--- src/design/nart_pkg.sv ---
`timescale 1ns / 1ps
`default_nettype none

package nart_pkg;

  // Operation codes carried in in_tuser
  localparam logic [2:0] KIND_ADD    = 3'd0;
  localparam logic [2:0] KIND_REMOVE = 3'd1;
  localparam logic [2:0] KIND_CHECK  = 3'd2;
  localparam logic [2:0] KIND_GET    = 3'd3;
  localparam logic [2:0] KIND_CLEAR  = 3'd4;

  // Result status codes carried in out_tuser
  localparam logic [1:0] ST_OK       = 2'd0;
  localparam logic [1:0] ST_FULL     = 2'd1;
  localparam logic [1:0] ST_NOTFOUND = 2'd2;
  localparam logic [1:0] ST_NONE     = 2'd3;

  localparam logic [10:0] MIN_PER_HOUR = 11'd60;

  // One stored rule, 27 bits
  typedef struct packed {
    logic [7:0] slot;
    logic [7:0] code;
    logic [5:0] minute;
    logic [4:0] hour;
  } rule_t;

  // One request, unpacked from the input stream
  typedef struct packed {
    logic [2:0]  kind;
    rule_t       rule;
    logic [7:0]  idx;
    logic [10:0] now;
  } item_t;

  // Result as held by the datapath
  typedef struct packed {
    logic [1:0] status;
    rule_t      rule;
    logic [4:0] entries;
  } res_t;

  // Controller to datapath
  typedef struct packed {
    logic       load;
    logic       do_add;
    logic       do_clear;
    logic       shift_start;
    logic       shift_step;
    logic       shift_end;
    logic       scan_start;
    logic       scan_step;
    logic       take_best;
    logic       get_rd;
    logic       get_cap;
    logic       st_we;
    logic [1:0] st_code;
  } cmd_t;

  // Datapath to controller
  typedef struct packed {
    logic [2:0] kind;
    logic       full;
    logic       idx_bad;
    logic       empty;
    logic       now_zero;
    logic       walk_done;
    logic       pend;
    logic       found;
  } sts_t;

  // Controller states, one-hot
  typedef enum logic [5:0] {
    S_IDLE   = 6'b000001,
    S_DECODE = 6'b000010,
    S_SHIFT  = 6'b000100,
    S_SCAN   = 6'b001000,
    S_GETW   = 6'b010000,
    S_DONE   = 6'b100000
  } state_t;

endpackage

`default_nettype wire

--- src/design/next_alarm_rule_table.sv ---
`timescale 1ns / 1ps
`default_nettype none

// Channel  Dir  tdata                        tuser
// in_      in   48b rule/index/now (see port) 3b kind
// out_     out  32b rule fields, entries_used 2b status
//
// Add, clear, unused kinds and early failures go from decode straight to the done state; get
// first reads the entry. Remove shifts the rules above the index down and check walks every
// rule: the rule memory is walked one entry per cycle.
// A new request is taken once the previous one is in the output register.
// rst_n is synchronous; the rule memory is not cleared, the rule count is.
// A stalled result holds in the output register without blocking the next request.

module next_alarm_rule_table
  import nart_pkg::*;
#(
  parameter int MAX_RULES = 16
) (
  input  wire         clk,
  input  wire         rst_n,
  input  wire         in_tvalid,
  output logic        in_tready,
  // hour[4:0] minute[10:5] type[18:11] slot[26:19] entry_index[34:27]
  // now_minute[45:35] zero[47:46]
  input  wire  [47:0] in_tdata,
  // kind[2:0]
  input  wire  [2:0]  in_tuser,
  output logic        out_tvalid,
  input  wire         out_tready,
  // out_hour[4:0] out_minute[10:5] out_type[18:11] out_slot[26:19]
  // entries_used[31:27]
  output logic [31:0] out_tdata,
  // status[1:0]
  output logic [1:0]  out_tuser
);

  item_t       item;
  cmd_t        cmd;
  sts_t        sts;
  res_t        res;
  logic        res_load;
  logic        out_free;
  logic        out_tvalid_r;
  logic [31:0] out_tdata_r;
  logic [1:0]  out_tuser_r;

  // Unpack the request
  assign item.kind        = in_tuser;
  assign item.rule.hour   = in_tdata[4:0];
  assign item.rule.minute = in_tdata[10:5];
  assign item.rule.code   = in_tdata[18:11];
  assign item.rule.slot   = in_tdata[26:19];
  assign item.idx         = in_tdata[34:27];
  assign item.now         = in_tdata[45:35];

  nart_ctrl u_ctrl (
    .clk      (clk),
    .rst_n    (rst_n),
    .in_valid (in_tvalid),
    .out_free (out_free),
    .sts      (sts),
    .in_ready (in_tready),
    .res_load (res_load),
    .cmd      (cmd)
  );

  nart_dp #(
    .MAX_RULES (MAX_RULES)
  ) u_dp (
    .clk   (clk),
    .rst_n (rst_n),
    .item  (item),
    .cmd   (cmd),
    .sts   (sts),
    .res   (res)
  );

  // Output register
  assign out_free = !out_tvalid_r || out_tready;

  always_ff @(posedge clk) begin
    if (!rst_n) begin
      out_tvalid_r <= 1'b0;
    end else if (res_load) begin
      out_tvalid_r <= 1'b1;
    end else if (out_tready) begin
      out_tvalid_r <= 1'b0;
    end
  end

  always_ff @(posedge clk) begin
    if (res_load) begin
      out_tdata_r <= {res.entries, res.rule.slot, res.rule.code,
                      res.rule.minute, res.rule.hour};
      out_tuser_r <= res.status;
    end
  end

  assign out_tvalid = out_tvalid_r;
  assign out_tdata  = out_tdata_r;
  assign out_tuser  = out_tuser_r;

`ifndef SYNTHESIS
  a_no_overlap: assert property (@(posedge clk) disable iff (!rst_n)
    !(in_tvalid && in_tready && res_load))
    else $error("request taken while a result is loaded");
`endif

endmodule

`default_nettype wire

--- src/design/nart_dp.sv ---
`timescale 1ns / 1ps
`default_nettype none

module nart_dp
  import nart_pkg::*;
#(
  parameter int MAX_RULES = 16
) (
  input  wire        clk,
  input  wire        rst_n,
  input  item_t      item,
  input  cmd_t       cmd,
  output sts_t       sts,
  output res_t       res
);

  localparam int CW   = $clog2(MAX_RULES + 1);
  localparam int AW   = (MAX_RULES > 1) ? $clog2(MAX_RULES) : 1;
  localparam int CMPW = (CW > 8) ? CW : 8;

  // Latched request
  logic [2:0]    kind_r;
  rule_t         rule_in_r;
  logic [7:0]    idx_r;
  logic [10:0]   now_r;

  // Table control
  logic [CW-1:0] total_r;
  logic [CW-1:0] ptr_r;
  logic          pend_r;
  logic [AW-1:0] dst_r;

  // Scan and result
  rule_t         rdata_r;
  rule_t         best_r;
  logic [10:0]   best_m_r;
  logic          found_r;
  rule_t         res_rule_r;
  logic [1:0]    res_status_r;

  // Rule memory, one write and one read port
  rule_t         mem [MAX_RULES];
  logic          mem_we;
  logic          mem_re;
  logic [AW-1:0] waddr;
  logic [AW-1:0] raddr;
  rule_t         wdata;

  logic          walk_more;
  logic          step;
  logic [10:0]   rd_m;
  logic          better;

  assign walk_more = ptr_r < total_r;
  assign step      = cmd.shift_step | cmd.scan_step;

  // Memory port steering
  assign mem_re = (step & walk_more) | cmd.get_rd;
  assign raddr  = cmd.get_rd ? AW'(idx_r) : AW'(ptr_r);
  assign mem_we = cmd.do_add | (cmd.shift_step & pend_r);
  assign waddr  = cmd.do_add ? AW'(total_r) : dst_r;
  assign wdata  = cmd.do_add ? rule_in_r : rdata_r;

  always_ff @(posedge clk) begin
    if (mem_we) begin
      mem[waddr] <= wdata;
    end
    if (mem_re) begin
      rdata_r <= mem[raddr];
    end
  end

  // Minute of day of the entry just read, and the pending test
  assign rd_m   = 11'(11'(rdata_r.hour) * MIN_PER_HOUR) + 11'(rdata_r.minute);
  assign better = (rd_m >= now_r) && (!found_r || (rd_m < best_m_r));

  // Control registers
  always_ff @(posedge clk) begin
    if (!rst_n) begin
      total_r <= '0;
      pend_r  <= 1'b0;
    end else begin
      if (cmd.do_clear) begin
        total_r <= '0;
      end else if (cmd.do_add) begin
        total_r <= total_r + CW'(1);
      end else if (cmd.shift_end) begin
        total_r <= total_r - CW'(1);
      end
      pend_r <= step & walk_more;
    end
  end

  // Request latch, walk pointer, scan tracking and result
  always_ff @(posedge clk) begin
    if (cmd.load) begin
      kind_r       <= item.kind;
      rule_in_r    <= item.rule;
      idx_r        <= item.idx;
      now_r        <= item.now;
      res_rule_r   <= '0;
      res_status_r <= ST_OK;
    end
    if (cmd.shift_start) begin
      ptr_r <= CW'(idx_r) + CW'(1);
    end else if (cmd.scan_start) begin
      ptr_r <= '0;
    end else if (step && walk_more) begin
      ptr_r <= ptr_r + CW'(1);
    end
    // destination of a shift is one below the entry being read
    if (cmd.shift_step && walk_more) begin
      dst_r <= AW'(ptr_r - CW'(1));
    end
    if (cmd.scan_start) begin
      found_r <= 1'b0;
    end else if (cmd.scan_step && pend_r && better) begin
      found_r  <= 1'b1;
      best_r   <= rdata_r;
      best_m_r <= rd_m;
    end
    if (cmd.st_we) begin
      res_status_r <= cmd.st_code;
    end
    if (cmd.take_best) begin
      res_rule_r <= found_r ? best_r : '0;
    end else if (cmd.get_cap) begin
      res_rule_r <= rdata_r;
    end
  end

  // Status toward the controller
  assign sts.kind      = kind_r;
  assign sts.full      = total_r == CW'(MAX_RULES);
  assign sts.idx_bad   = CMPW'(idx_r) >= CMPW'(total_r);
  assign sts.empty     = total_r == '0;
  assign sts.now_zero  = now_r == '0;
  assign sts.walk_done = !walk_more;
  assign sts.pend      = pend_r;
  assign sts.found     = found_r;

  assign res.status  = res_status_r;
  assign res.rule    = res_rule_r;
  assign res.entries = 5'(total_r);

`ifndef SYNTHESIS
  a_total_bound: assert property (@(posedge clk) disable iff (!rst_n)
    total_r <= CW'(MAX_RULES))
    else $error("rule count above table size");

  a_pend_after_read: assert property (@(posedge clk) disable iff (!rst_n)
    pend_r |-> $past(mem_re))
    else $error("pending entry without a read");

  a_shift_in_table: assert property (@(posedge clk) disable iff (!rst_n)
    (cmd.shift_step && pend_r) |-> (CW'(dst_r) < total_r))
    else $error("shift write outside the table");
`endif

endmodule

`default_nettype wire

--- src/design/nart_ctrl.sv ---
`timescale 1ns / 1ps
`default_nettype none

module nart_ctrl
  import nart_pkg::*;
(
  input  wire   clk,
  input  wire   rst_n,
  input  wire   in_valid,
  input  wire   out_free,
  input  sts_t  sts,
  output logic  in_ready,
  output logic  res_load,
  output cmd_t  cmd
);

  state_t state_r;
  state_t state_nxt;

  always_ff @(posedge clk) begin
    if (!rst_n) begin
      state_r <= S_IDLE;
    end else begin
      state_r <= state_nxt;
    end
  end

  // Sequencing of each request
  always_comb begin
    state_nxt = state_r;
    cmd       = '0;
    in_ready  = 1'b0;
    res_load  = 1'b0;
    case (state_r)
      S_IDLE: begin
        in_ready = 1'b1;
        if (in_valid) begin
          cmd.load  = 1'b1;
          state_nxt = S_DECODE;
        end
      end
      S_DECODE: begin
        state_nxt = S_DONE;
        case (sts.kind)
          KIND_ADD: begin
            if (sts.full) begin
              cmd.st_we   = 1'b1;
              cmd.st_code = ST_FULL;
            end else begin
              cmd.do_add = 1'b1;
            end
          end
          KIND_REMOVE: begin
            if (sts.idx_bad) begin
              cmd.st_we   = 1'b1;
              cmd.st_code = ST_NOTFOUND;
            end else begin
              cmd.shift_start = 1'b1;
              state_nxt       = S_SHIFT;
            end
          end
          KIND_CHECK: begin
            if (sts.empty || sts.now_zero) begin
              cmd.st_we   = 1'b1;
              cmd.st_code = ST_NONE;
            end else begin
              cmd.scan_start = 1'b1;
              state_nxt      = S_SCAN;
            end
          end
          KIND_GET: begin
            if (sts.idx_bad) begin
              cmd.st_we   = 1'b1;
              cmd.st_code = ST_NOTFOUND;
            end else begin
              cmd.get_rd = 1'b1;
              state_nxt  = S_GETW;
            end
          end
          KIND_CLEAR: begin
            cmd.do_clear = 1'b1;
          end
          default: begin
            // unused kinds report ok and change nothing
          end
        endcase
      end
      S_SHIFT: begin
        cmd.shift_step = 1'b1;
        if (sts.walk_done && !sts.pend) begin
          cmd.shift_end = 1'b1;
          state_nxt     = S_DONE;
        end
      end
      S_SCAN: begin
        cmd.scan_step = 1'b1;
        if (sts.walk_done && !sts.pend) begin
          cmd.take_best = 1'b1;
          cmd.st_we     = 1'b1;
          cmd.st_code   = sts.found ? ST_OK : ST_NONE;
          state_nxt     = S_DONE;
        end
      end
      S_GETW: begin
        cmd.get_cap = 1'b1;
        state_nxt   = S_DONE;
      end
      S_DONE: begin
        if (out_free) begin
          res_load  = 1'b1;
          state_nxt = S_IDLE;
        end
      end
      default: begin
        state_nxt = S_IDLE;
      end
    endcase
  end

endmodule

`default_nettype wire

--- config.mk ---
export PLATFORM = sky130hd
export DESIGN_NAME = next_alarm_rule_table
export DESIGN_NICKNAME = d
export VERILOG_FILES = /design/src/design/nart_pkg.sv /design/src/design/next_alarm_rule_table.sv /design/src/design/nart_dp.sv /design/src/design/nart_ctrl.sv
export SDC_FILE = /design/constraint.sdc
export NUM_CORES = 1
export LEC_CHECK = 0
export BUFFER_PORTS_ARGS = -buffer_cell sky130_fd_sc_hd__buf_2
export CAP_MARGIN = 20
export CORE_ASPECT_RATIO = 1.2
export CORE_UTILIZATION = 50
export DETAILED_ROUTE_END_ITERATION = 10
export GPL_TIMING_DRIVEN = 0
export PLACE_DENSITY = 0.67
export SYNTH_ARGS = -nofsm -noshare
export SYNTH_HDL_FRONTEND = slang
export SYNTH_HIERARCHICAL = 1
export SYNTH_SLANG_ARGS = --single-unit
export TNS_END_PERCENT = 20
--- constraint.sdc ---
create_clock -name clk -period 13.2 [get_ports clk]
set_clock_uncertainty 0.1 [all_clocks]
set_input_delay 1.32 -clock clk [delete_from_list [all_inputs] [get_ports clk]]
set_output_delay 1.32 -clock clk [all_outputs]
set_load 0.01 [all_outputs]
* Yosys cells after proc, flatten, opt, wreduce, memory -nomap -nowiden
Memory sizes are Yosys's and may differ from the RTL's. A register that Yosys moved wholly into a read port is not among the register bits.
Index checks and enable logic that the tools add are counted.
** Word-level totals
- Flip-flop bits (word level) :: 173
- Bits in writable memories :: 432
- Bits of input ports :: 55
- Output and inout port bits :: 36
- Word-level logic and storage cells :: 138
- Memories kept :: 1
** Memory list
- u_dp.mem :: depth 16, width 27, read ports 1, clocked after memory_dff 1, wr ports 1, line nart_dp.sv:42 : rule_t mem [MAX_RULES];
** Cells by class
- Add/subtract/negate cells :: 6
- $mul :: 1
- Order comparisons :: 4
- Equality and inequality tests :: 14
- Mux-type cells :: 53
- Bitwise gates (word level) :: 7
- Reductions and logical operators :: 26
** Operators by type and width (number)
- 2-to-1 mux 27 bit :: 5
- 2-to-1 mux 6 bit :: 6
- one-hot mux 6 bit (5 select lines) :: 1
- 2-to-1 mux 5 bit :: 5
- 2-to-1 mux 1 bit :: 21
- one-hot mux 6 bit (3 select lines) :: 1
- adder 5 x 1 -> 5 bit (second input constant) :: 3
- 2-to-1 mux 3 bit :: 5
- adder 11 x 6 -> 11 bit :: 1
- >= comparator 11 bit :: 1
- logical NOT 11 bit :: 1
- less-than comparator 11 bit :: 1
- 2-to-1 mux 2 bit :: 5
- multiplier 5 x 4 -> 9 bit (second input constant) :: 1
- one-hot mux 3 bit (3 select lines) :: 1
- >= comparator 8 x 5 -> 1 bit :: 1
- 2-to-1 mux 4 bit :: 2
- == test 3 x 2 -> 1 bit (second input constant) :: 2
- == test 6 x 1 -> 1 bit (second input constant) :: 1
- == test 6 x 2 -> 1 bit (second input constant) :: 1
- == test 6 x 3 -> 1 bit (second input constant) :: 1
- == test 6 x 4 -> 1 bit (second input constant) :: 1
- == test 6 x 5 -> 1 bit (second input constant) :: 1
- == test 6 bit (second input constant) :: 1
- other kinds (22) :: 42

* Longest topological paths before layout
Gate-level depths: netlist of run 1.
- Word-level depth :: 10
- Mapped depth :: 18
- Mapped depth without buffers :: 16

* Modules after synthesis
Netlist of run 1, hierarchy kept.
** Modules (own cells, without submodules)
- nart_dp :: instances 1, cells each 1707, area each 24168.2 um2, seq. area each 17616.9 um2
- next_alarm_rule_table :: instances 1, cells each 38, area each 1069.8 um2, seq. area each 1041.0 um2
- nart_ctrl :: instances 1, cells each 74, area each 565.5 um2, seq. area each 120.1 um2

* Worst setup path after synthesis of run 1
Ideal clock, no wire load.
- Path type :: flip-flop to flip-flop
- From :: register u_dp/rdata_r[0] (netlist name)
- To :: register u_dp.best_m_r[10] (enable)
- Setup time :: 0.441 ns
- Arrival :: 5.900 ns
- Required time :: 12.659 ns
- Setup slack :: 6.759 ns
- Stages on the path, launching flop included :: 16
- Path buffers :: 0
- Period minus slack after synthesis :: 6.441 ns
- Cell sequence :: edfxtp_1 > fa_1 > inv_1 > fa_1 > fa_1 > inv_1 > ha_1 > o2bb2ai_1 > nor4b_1 > nand3_1 > xnor2_1 > ha_1 > a21oi_1 > o21ai_0 > a221o_1 > a21oi_1
** Between the ends
- Cells in the longest elaborated chain, start to end :: 7
- Elaborated cells between the ends (all ways) :: 8
- Classes of those cells :: add/sub (1); mul (1); order compare (2); reduce/logical (4)
** RTL lines
- multiplier 5 x 4 -> 9 bit * :: line nart_dp.sv:74 : assign rd_m = 11'(11'(rdata_r.hour) * MIN_PER_HOUR) + 11'(rdata_r.minute);
- adder 11 x 6 -> 11 bit * :: line nart_dp.sv:74
- named net u_dp.rd_m[10] :: line nart_dp.sv:51 : logic [10:0] rd_m;
- less-than comparator 11 bit :: line nart_dp.sv:75 : assign better = (rd_m >= now_r) && (!found_r || (rd_m < best_m_r));
- logical OR 1 bit :: line nart_dp.sv:75
- logical AND 1 bit * :: line nart_dp.sv:75
- logical AND 1 bit * :: line nart_dp.sv:117 : end else if (cmd.scan_step && pend_r && better) begin
- AND reduction 2 bit (no line) *
- to (signal assigned) :: line nart_dp.sv:120 : best_m_r <= rd_m;
- to (decl) :: line nart_dp.sv:36 : logic [10:0] best_m_r;
The timed path passes the listed nets; every way through them passes the cells marked *.
A chain may end at the register's enable or synchronous reset.

* Worst setup path after layout of run 1
- From :: register u_dp/rdata_r[0] (netlist name)
- To :: register u_dp/best_r[6] (netlist name) (enable)
** Between the ends
- Cells in the longest elaborated chain, start to end :: 7
- Elaborated cells between the ends (all ways) :: 8
- Classes of those cells :: add/sub (1); mul (1); order compare (2); reduce/logical (4)
** RTL lines
- multiplier 5 x 4 -> 9 bit * :: line nart_dp.sv:74
- adder 11 x 6 -> 11 bit * :: line nart_dp.sv:74
- named net u_dp.rd_m[10] :: line nart_dp.sv:51
- less-than comparator 11 bit :: line nart_dp.sv:75
- logical OR 1 bit :: line nart_dp.sv:75
- logical AND 1 bit * :: line nart_dp.sv:75
- logical AND 1 bit * :: line nart_dp.sv:117
- AND reduction 2 bit (no line) *
- to (signal assigned) :: line nart_dp.sv:119 : best_r <= rdata_r;
- to (decl) :: line nart_dp.sv:35 : rule_t best_r;
Marks and branches as above.

==> results of run 1 <==
## Yosys cell counts, types with 12 or more instances
cell        n
edfxtp_1  616
nand2_1   369
nand3_1   155
a21oi_1    64
inv_1      60
ha_1       52
nor2_1     46
clkbuf_1   44
buf_2      32
nor3_1     32
a22o_1     30
mux2i_1    30
a31oi_1    29
a32oi_1    25
mux2_2     24
o21ai_0    17
dfxtp_1    14
a21o_1     13
xnor2_1    13
mux4_2     12
## power groups by stage
stage	Combinational (mW)	Sequential, mW	Clock (mW)
floorplan	0.0275	2.24	0
global placement	0.0448	2.25	0
detailed placement	0.0490	2.25	0
CTS	0.0493	2.21	1.69
global route	0.0563	2.21	1.75
finish	0.0509	2.21	1.66
## per-layer routing
metal,up-vias,wire (um)
met5,-,0
met4,0,2190
met3,133,4220
met2,604,30400
met1,7658,24300
li1,7105,-
## layout make-up
cell class	count	share of cell area (%)
inverter	60	0.763
timing repair buffer	113	2.94
multi-input combinational	1041	22.1
sequential	630	63.6
buffer	88	1.40
clock inverter	35	1.19
tap	644	2.73
clock buffer	70	5.22
## critical path, stage by stage (launching register included)
cell and delay [ns]:
edfxtp_1 0.51, fa_1 0.60, inv_1 0.06, fa_1 0.56
inv_1 0.07, ha_1 0.28, a211oi_1 0.48, nor2_1 0.17
nor4b_1 0.53, nand3_1 0.16, xnor2_1 0.33, ha_1 0.32
a21oi_1 0.18, o21ai_0 0.12, a221o_1 0.35, a21oi_4 0.34
buf_12 0.24
## logic make-up after synthesis
kind of cell	share of synthesized area, %
AOI/OAI and AO/OA	5.72
adders and majority gates	3.22
and+or+nand+nor	11.7
buffers and inverters	2.47
muxes	3.37
DFF	72.8
xor gates and xnor gates	0.781
## stage by stage
stage | power (mW) | setup WS [ns] | utilization (%) | cell area [sq um] | hold slack [ns]
after floorplan | 2.27 | 6.76 | - | 25800 | 0.300
after global placement | 2.29 | 5.50 | 53.4 | 27000 | 0.302
after detailed placement | 2.30 | 7.53 | 54.4 | 27600 | 0.305
after CTS | 3.94 | 7.50 | 58.2 | 29500 | 0.318
after global routing | 4.01 | 7.17 | 58.2 | 29500 | 0.323
final | 3.92 | 7.46 | 58.2 | 29500 | 0.317
## sequential cells by signal, indices dropped and copies added (netlist names), 6 cells and up
signal / flops
u_dp/rule_in_r: 27
u_dp/mem: 432
u_dp/best_r: 27
u_dp/idx_r: 8
u_dp/res: 27
out_tdata: 32
u_ctrl/state_r: 6
u_dp/now_r: 11
u_dp/best_m_r: 9
u_dp/rdata_r: 27
## cell usage in the layout, fill, tap and decap left out, drive strengths merged, types with 12 or more instances in the layout
cell type    n
a21o        13
a21oi       64
a22o        30
a31oi       29
a32oi       25
buf        156
clkbuf     115
clkinv      28
dfxtp       14
edfxtp     616
ha          52
inv         61
mux2        25
mux2i       31
mux4        12
nand2      369
nand3      155
nor2        46
nor3        32
o21ai       21
xnor2       13
## worst paths after layout
kind	cells past startpoint	end
worst max-delay path	16	u_dp/best_r[6]
worst min-delay path	0	out_tdata[1]
worst max register to register	16	u_dp/best_r[6]
worst min register to register	0	out_tdata[1]
==> summary.md, run 1 <==
| Metric | Value |
|---|---|
| Run status | completed |
| Yosys Warn Count | 6 |
| Final Critical Period | 5.74 ns |
| Die Y | 251 um |
| Synthesized Nets | 1,935 |
| Register area share after synthesis | 72.8% |
| Crit path DAT | 5.96 ns |
| Vias | 15,500 |
| Unrepaired setup endpoints after global routing | no |
| Clock latency at the later pin of the worst-skew pair | 0.64 ns |
| Antenna violations before repair | 1 |
| Final #Nets | 2,109 |
| Worst path required time | 13.41 ns |
| Port bufs | 88 |
| Largest net degree at the start of global routing | 32 |
| Synth area leaders | edfxtp_1 (72%), nand2_1 (5.4%), nand3_1 (3.0%) |
| RePlAce Congestion | 0.863 |
| Synth async-reset ratio | 0% |
| Final WL | 61,100 um |
| Grt met3 use | 4.00% |
| Min-Delay Startpoint | u_dp/res[6] |
| Global Route Usage Sum | 23.6% |
| Layout Area Growth over Synthesis | 14.3% |
| Register area | 18,800 sq um |
| Die Wd | 209 um |
| Power Density | 133 nW/um^2 |
| CTS tree | done |
| Slew @ Worst Pin | 1.03 ns |
| FP Rows | 90 |
| GRT Max-Usage Layer | met2 |
| Routing usage on met1 | 29.6% |
| Core area | 50,700 sq um |
| Placed cells | 2,574 |
| Synth cell types | 68 |
| Worst rel slew slack | 31.3% |
| R2r setup slk | 7.46 ns |
| Initial DRT Pass Iterations | 5 |
| Flop pwr share | 56.3% |
| Synth top area share | 71.7% |
| Layout cells sized above 1 | 15.2% |
| Diode count | 0 |
| Clock transition at path regs | 0.06 ns |
| Top_reg_cell synth | edfxtp_1 |
| GR Layer Usage met2 | 40.8% |
| Pleak | 10.4 nW |
| Sink Count | 630 |
| Crit Path Class | reg2reg |
| Final period utilization | 43.5% |
| Die area | 52,500 sq um |
| Initial Utilization | 50.9% |
| Post-Synthesis Cells | 1,819 |
| Worst hold path type | reg2reg |
| Clk pwr share | 42.4% |
| Area of the multi-input gates | 6530 sq um |
| Finish-stage setup viols | 0 |
| Hold-fix buffers, CTS | 0 |
| Post_cts resized | 0 |
| Fin. Hold Viols | 0 |
| Via-per-instance ratio | 5.78 |
| Critical Path Source | u_dp/rdata_r[0] |
| Maximum root-to-sink buffer count | 3 |
| Cell Area, Synth | 25,800 sq um |
| CTS H-tree depth | 2 |
| Grt total ovfl | 0 |
| DRT antenna net count | 0 |
| CP Capture Type | register |
| DP Wirelength | 41,600 um |
| Setup TNS | 0 ns |
| 1st-iter DRT viols | 1,419 |
| Vias in the first global route | 15,700 |
| Largest area contributor in the netlist | edfxtp_1 |
| Sw Ratio | 19.3% |
| Mean post-synth cell area | 14.2 sq um |
| Nature of the critical path startpoint | register |
| P_sw | 0.757 mW |
| CTS Buf Count | 59 |
| Number of synthesized flops with an enable pin | 616 |
| Crit-path max FO | 28 |
| Io pins | 91 |
| Max Clock Freq | 0.174 GHz |
| P_int | 3.16 mW |
| Seq cells post-synth | 630 |
| Number of max-cap violations | 0 |
| Global-route wire length before repair | 92,200 um |
| Final std cells w/o fill | 2,681 |
| Routed wire per std cell | 22.8 um |
| Reg-to-reg startpoint | u_dp/rdata_r[0] |
| Gate power share | 1.3% |
| Post-CTS Setup Bufs | 0 |
| Post-route DRC violation count | 0 |
| FILL cells | 3,912 |
| Root buffer cell | clkbuf_16 |
| VDD IR max | 0.108 mV |
| Max-slew violations | 0 |
Note: power is estimated with default switching activity, not from simulation.
==> run 2: changes to the inputs <==
clock period = 5.43 ns   (was 13.2 ns; I/O delays follow)
==> run 2 against run 1 <==
Core utilization rose by 1.3 points. First-iteration DRC count rose by 2.3%. Design area rose by 2.2%. Final cell count rose by 2.2%. Register-to-register slack got worse by 7.2 ns. Sequential share of layout area fell by 1.4 points. Highest routed layer unchanged. Combinational power rose to 3.0 times the previous value. Global-route usage rose by 0.083 points. Critical path depth did not move. Sequential power rose by 140%. Critical endpoint is now u_dp/best_r[18]. Critical path type unchanged. Power rose by 150%. Fmax rose by 11%.
==> summary.md, run 2 (synthesis gave the netlist of run 1 again) <==
| Metric | Value |
|---|---|
| Run status | completed |
| Final WL | 61,700 um (+0.89%) |
| CTS H-tree depth | 2 (unchanged) |
| CTS tree | done |
| Slew @ Worst Pin | 1.00 ns (-0.0241 ns) |
| Crit path to | u_dp/best_r[18] |
| Pleak | 10.6 nW (+2.8%) |
| Critical Path Source | u_dp/rdata_r[1] |
| Worst hold path type | in2reg |
| Post-route DRC violation count | 0 (unchanged) |
| Final period utilization | 94.9% (+51 points) |
| Post-layout util | 59.5% (+1.3 points) |
| Antenna violations before repair | 0 (-1) |
| Grt total ovfl | 0 (unchanged) |
| Layout Area Growth over Synthesis | 16.9% |
| Vias in the first global route | 15,700 (+0.27%) |
| Final #Nets | 2,161 (+2.5%) |
| Setup TNS | 0 ns (unchanged) |
| 1st-iter DRT viols | 1,451 (+2.3%) |
| Unrepaired setup endpoints after global routing | no |
| Sink Count | 630 (unchanged) |
| Register area | 18,800 sq um (unchanged) |
| VDD IR max | 0.259 mV (+140%) |
| Final Critical Period | 5.16 ns (-0.589 ns) |
| Die area | 52,500 sq um (unchanged) |
| Max reg flops | 432 (unchanged) |
| Port bufs | 88 (unchanged) |
| Commonest non-fill, non-tap cell in the layout | edfxtp_1 |
| Overall Power | 9.74 mW (+150%) |
| Crit-path max FO | 28 (unchanged) |
| Io pins | 91 (unchanged) |
| Layout cells sized above 1 | 15.5% (+0.29 points) |
| FILL cells | 3,806 (-2.7%) |
| Most frequent cells in the layout | edfxtp_1 (616), nand2_1 (369), nand3_1 (155), buf_2 (122), a21oi_1 (63) |
| Max Clock Freq | 0.194 GHz (+11%) |
| Worst path required time | 5.65 ns (-7.76 ns) |
| Clock transition at path regs | 0.06 ns (about the same) |
| Reg2reg path depth | 16 (unchanged) |
| CTS Buf Count | 59 (unchanged) |
| RePlAce Congestion | 0.856 (-0.78%) |
| FP Rows | 90 (unchanged) |
| Initial DRT Pass Iterations | 5 (unchanged) |
| Diode count | 0 (unchanged) |
| Vias | 15,800 (+1.9%) |
| Maximum root-to-sink buffer count | 3 (unchanged) |
| Nature of the critical path startpoint | register |
| Root buffer cell | clkbuf_16 |
| Crit Path Class | reg2reg |
| Final WS setup | 0.274 ns (-7.18 ns) |
| DRT antenna net count | 0 (unchanged) |
| Worst rel slew slack | 32.8% (+1.5 points) |
| Die Y | 251 um (unchanged) |
| DP Wirelength | 41,000 um (-1.3%) |
| Reg2reg end | u_dp/best_r[18] |
| Via-per-instance ratio | 5.77 (-0.25%) |
| Global Route Usage Sum | 23.7% (+0.083 points) |
| Power Density | 323 nW/um^2 (+140%) |
| Max-slew violations | 0 (unchanged) |
| R2r setup slk | 0.27 ns (-7.18 ns) |
| Core area | 50,700 sq um (unchanged) |
| Die Wd | 209 um (unchanged) |
| Global-route wire length before repair | 93,000 um (+0.92%) |
| Crit path DAT | 5.38 ns (-0.58 ns) |
| Area of the multi-input gates | 6560 sq um (+0.44%) |
| Fin. Hold Viols | 0 (unchanged) |
| Pre-CTS setup slack | -0.201 ns (-7.73 ns) |
| Largest net degree at the start of global routing | 32 (unchanged) |
| Most flop-heavy register | u_dp/mem |
| Initial Utilization | 50.9% (unchanged) |
| Finish-stage setup viols | 0 (unchanged) |
| Reg-to-reg startpoint | u_dp/rdata_r[1] |
| Number of max-cap violations | 0 (unchanged) |
| Routed wire per std cell | 22.5 um (-1.3%) |
| Clock latency at the later pin of the worst-skew pair | 0.65 ns (about the same) |
| CP Capture Type | register |
-- run 2: cell count changes in the layout (fill, tap and decap cells not counted), sizes merged --
| cell | change |
|---|---|
| bufinv | +3 |
| clkinvlp | +1 |
| inv | +1 |
| clkinv | +1 |
| buf | +5 |
| dlygate4sd3 | +48 |
-- run 2: final cells by class --
cell class              count  area share, %
multi-input cells        1041           21.7
inverters                  60          0.747
clock buffers              71           5.12
well taps                 644           2.67
flip-flops and latches    630           62.3
repair buffers            165           4.56
clock inverters            41           1.53
plain buffers              88           1.36
-- run 2: how the worst min path moves through the flow --
| stage | endpoint | slack, ns | cells after the start | from |
|---|---|---|---|---|
| 3_5_place_dp | out_tdata[21] | 0.30 | 0 | u_dp/res[26] |
| 6_report | u_dp/rule_in_r[0] | 0.04 | 1 | in_tdata[0] |
| 4_1_cts | u_dp/rule_in_r[0] | 0.02 | 1 | in_tdata[0] |
| 2_1_floorplan | out_tdata[0] | 0.30 | 0 | u_dp/res[5] |
| 5_1_grt | u_dp/rule_in_r[0] | 0.02 | 1 | in_tdata[0] |
| 3_3_place_gp | out_tdata[23] | 0.30 | 0 | u_dp/res[28] |
-- run 2: critical path, cell delays in order (launching register included) --
cell       delay [ns]
edfxtp_1         0.48
fa_1             0.57
inv_1            0.06
fa_1             0.50
fa_1             0.55
inv_1            0.04
ha_1             0.34
o2bb2ai_1        0.14
nor4b_2          0.37
nand3_1          0.18
xnor2_2          0.26
ha_1             0.29
a21oi_1          0.14
o21ai_0          0.10
a221o_1          0.33
a21oi_4          0.17
buf_12           0.21
-- run 2: stage by stage --
step / instance area, sq um / hold slack [ns] / instances
4_1_cts: 30100 / 0.0172 / 2735
6_report: 30200 / 0.0405 / 2740
2_1_floorplan: 25800 / 0.300 / 1819
3_5_place_dp: 27600 / 0.305 / 2574
5_1_grt: 30200 / 0.0209 / 2740
3_3_place_gp: 27100 / 0.301 / 2551
-- run 2: metal layers --
layer | share of wire [%] | GRT usage, %
met4 | 2.9 | 8.42
met5 | 0 | 0
met2 | 50 | 40.9
met3 | 6.5 | 3.64
met1 | 40 | 30.4
-- run 2: power by group --
group / internal [mW] / switching (mW) / total [mW]
Sequential: 5.33 / 0.0283 / 5.36
Combinational: 0.0729 / 0.0794 / 0.152
Clock: 2.46 / 1.77 / 4.23
-- run 2: repair_timing --
item                                   4_1_cts  5_1_grt
pin swaps                                    0        1
setup buffers                                1        3
hold buffers                                48        0
setup endpoints to repair                   28       36
endpoints found under the hold margin       48        0
gates resized for setup                      2        2
cloned                                       0        0
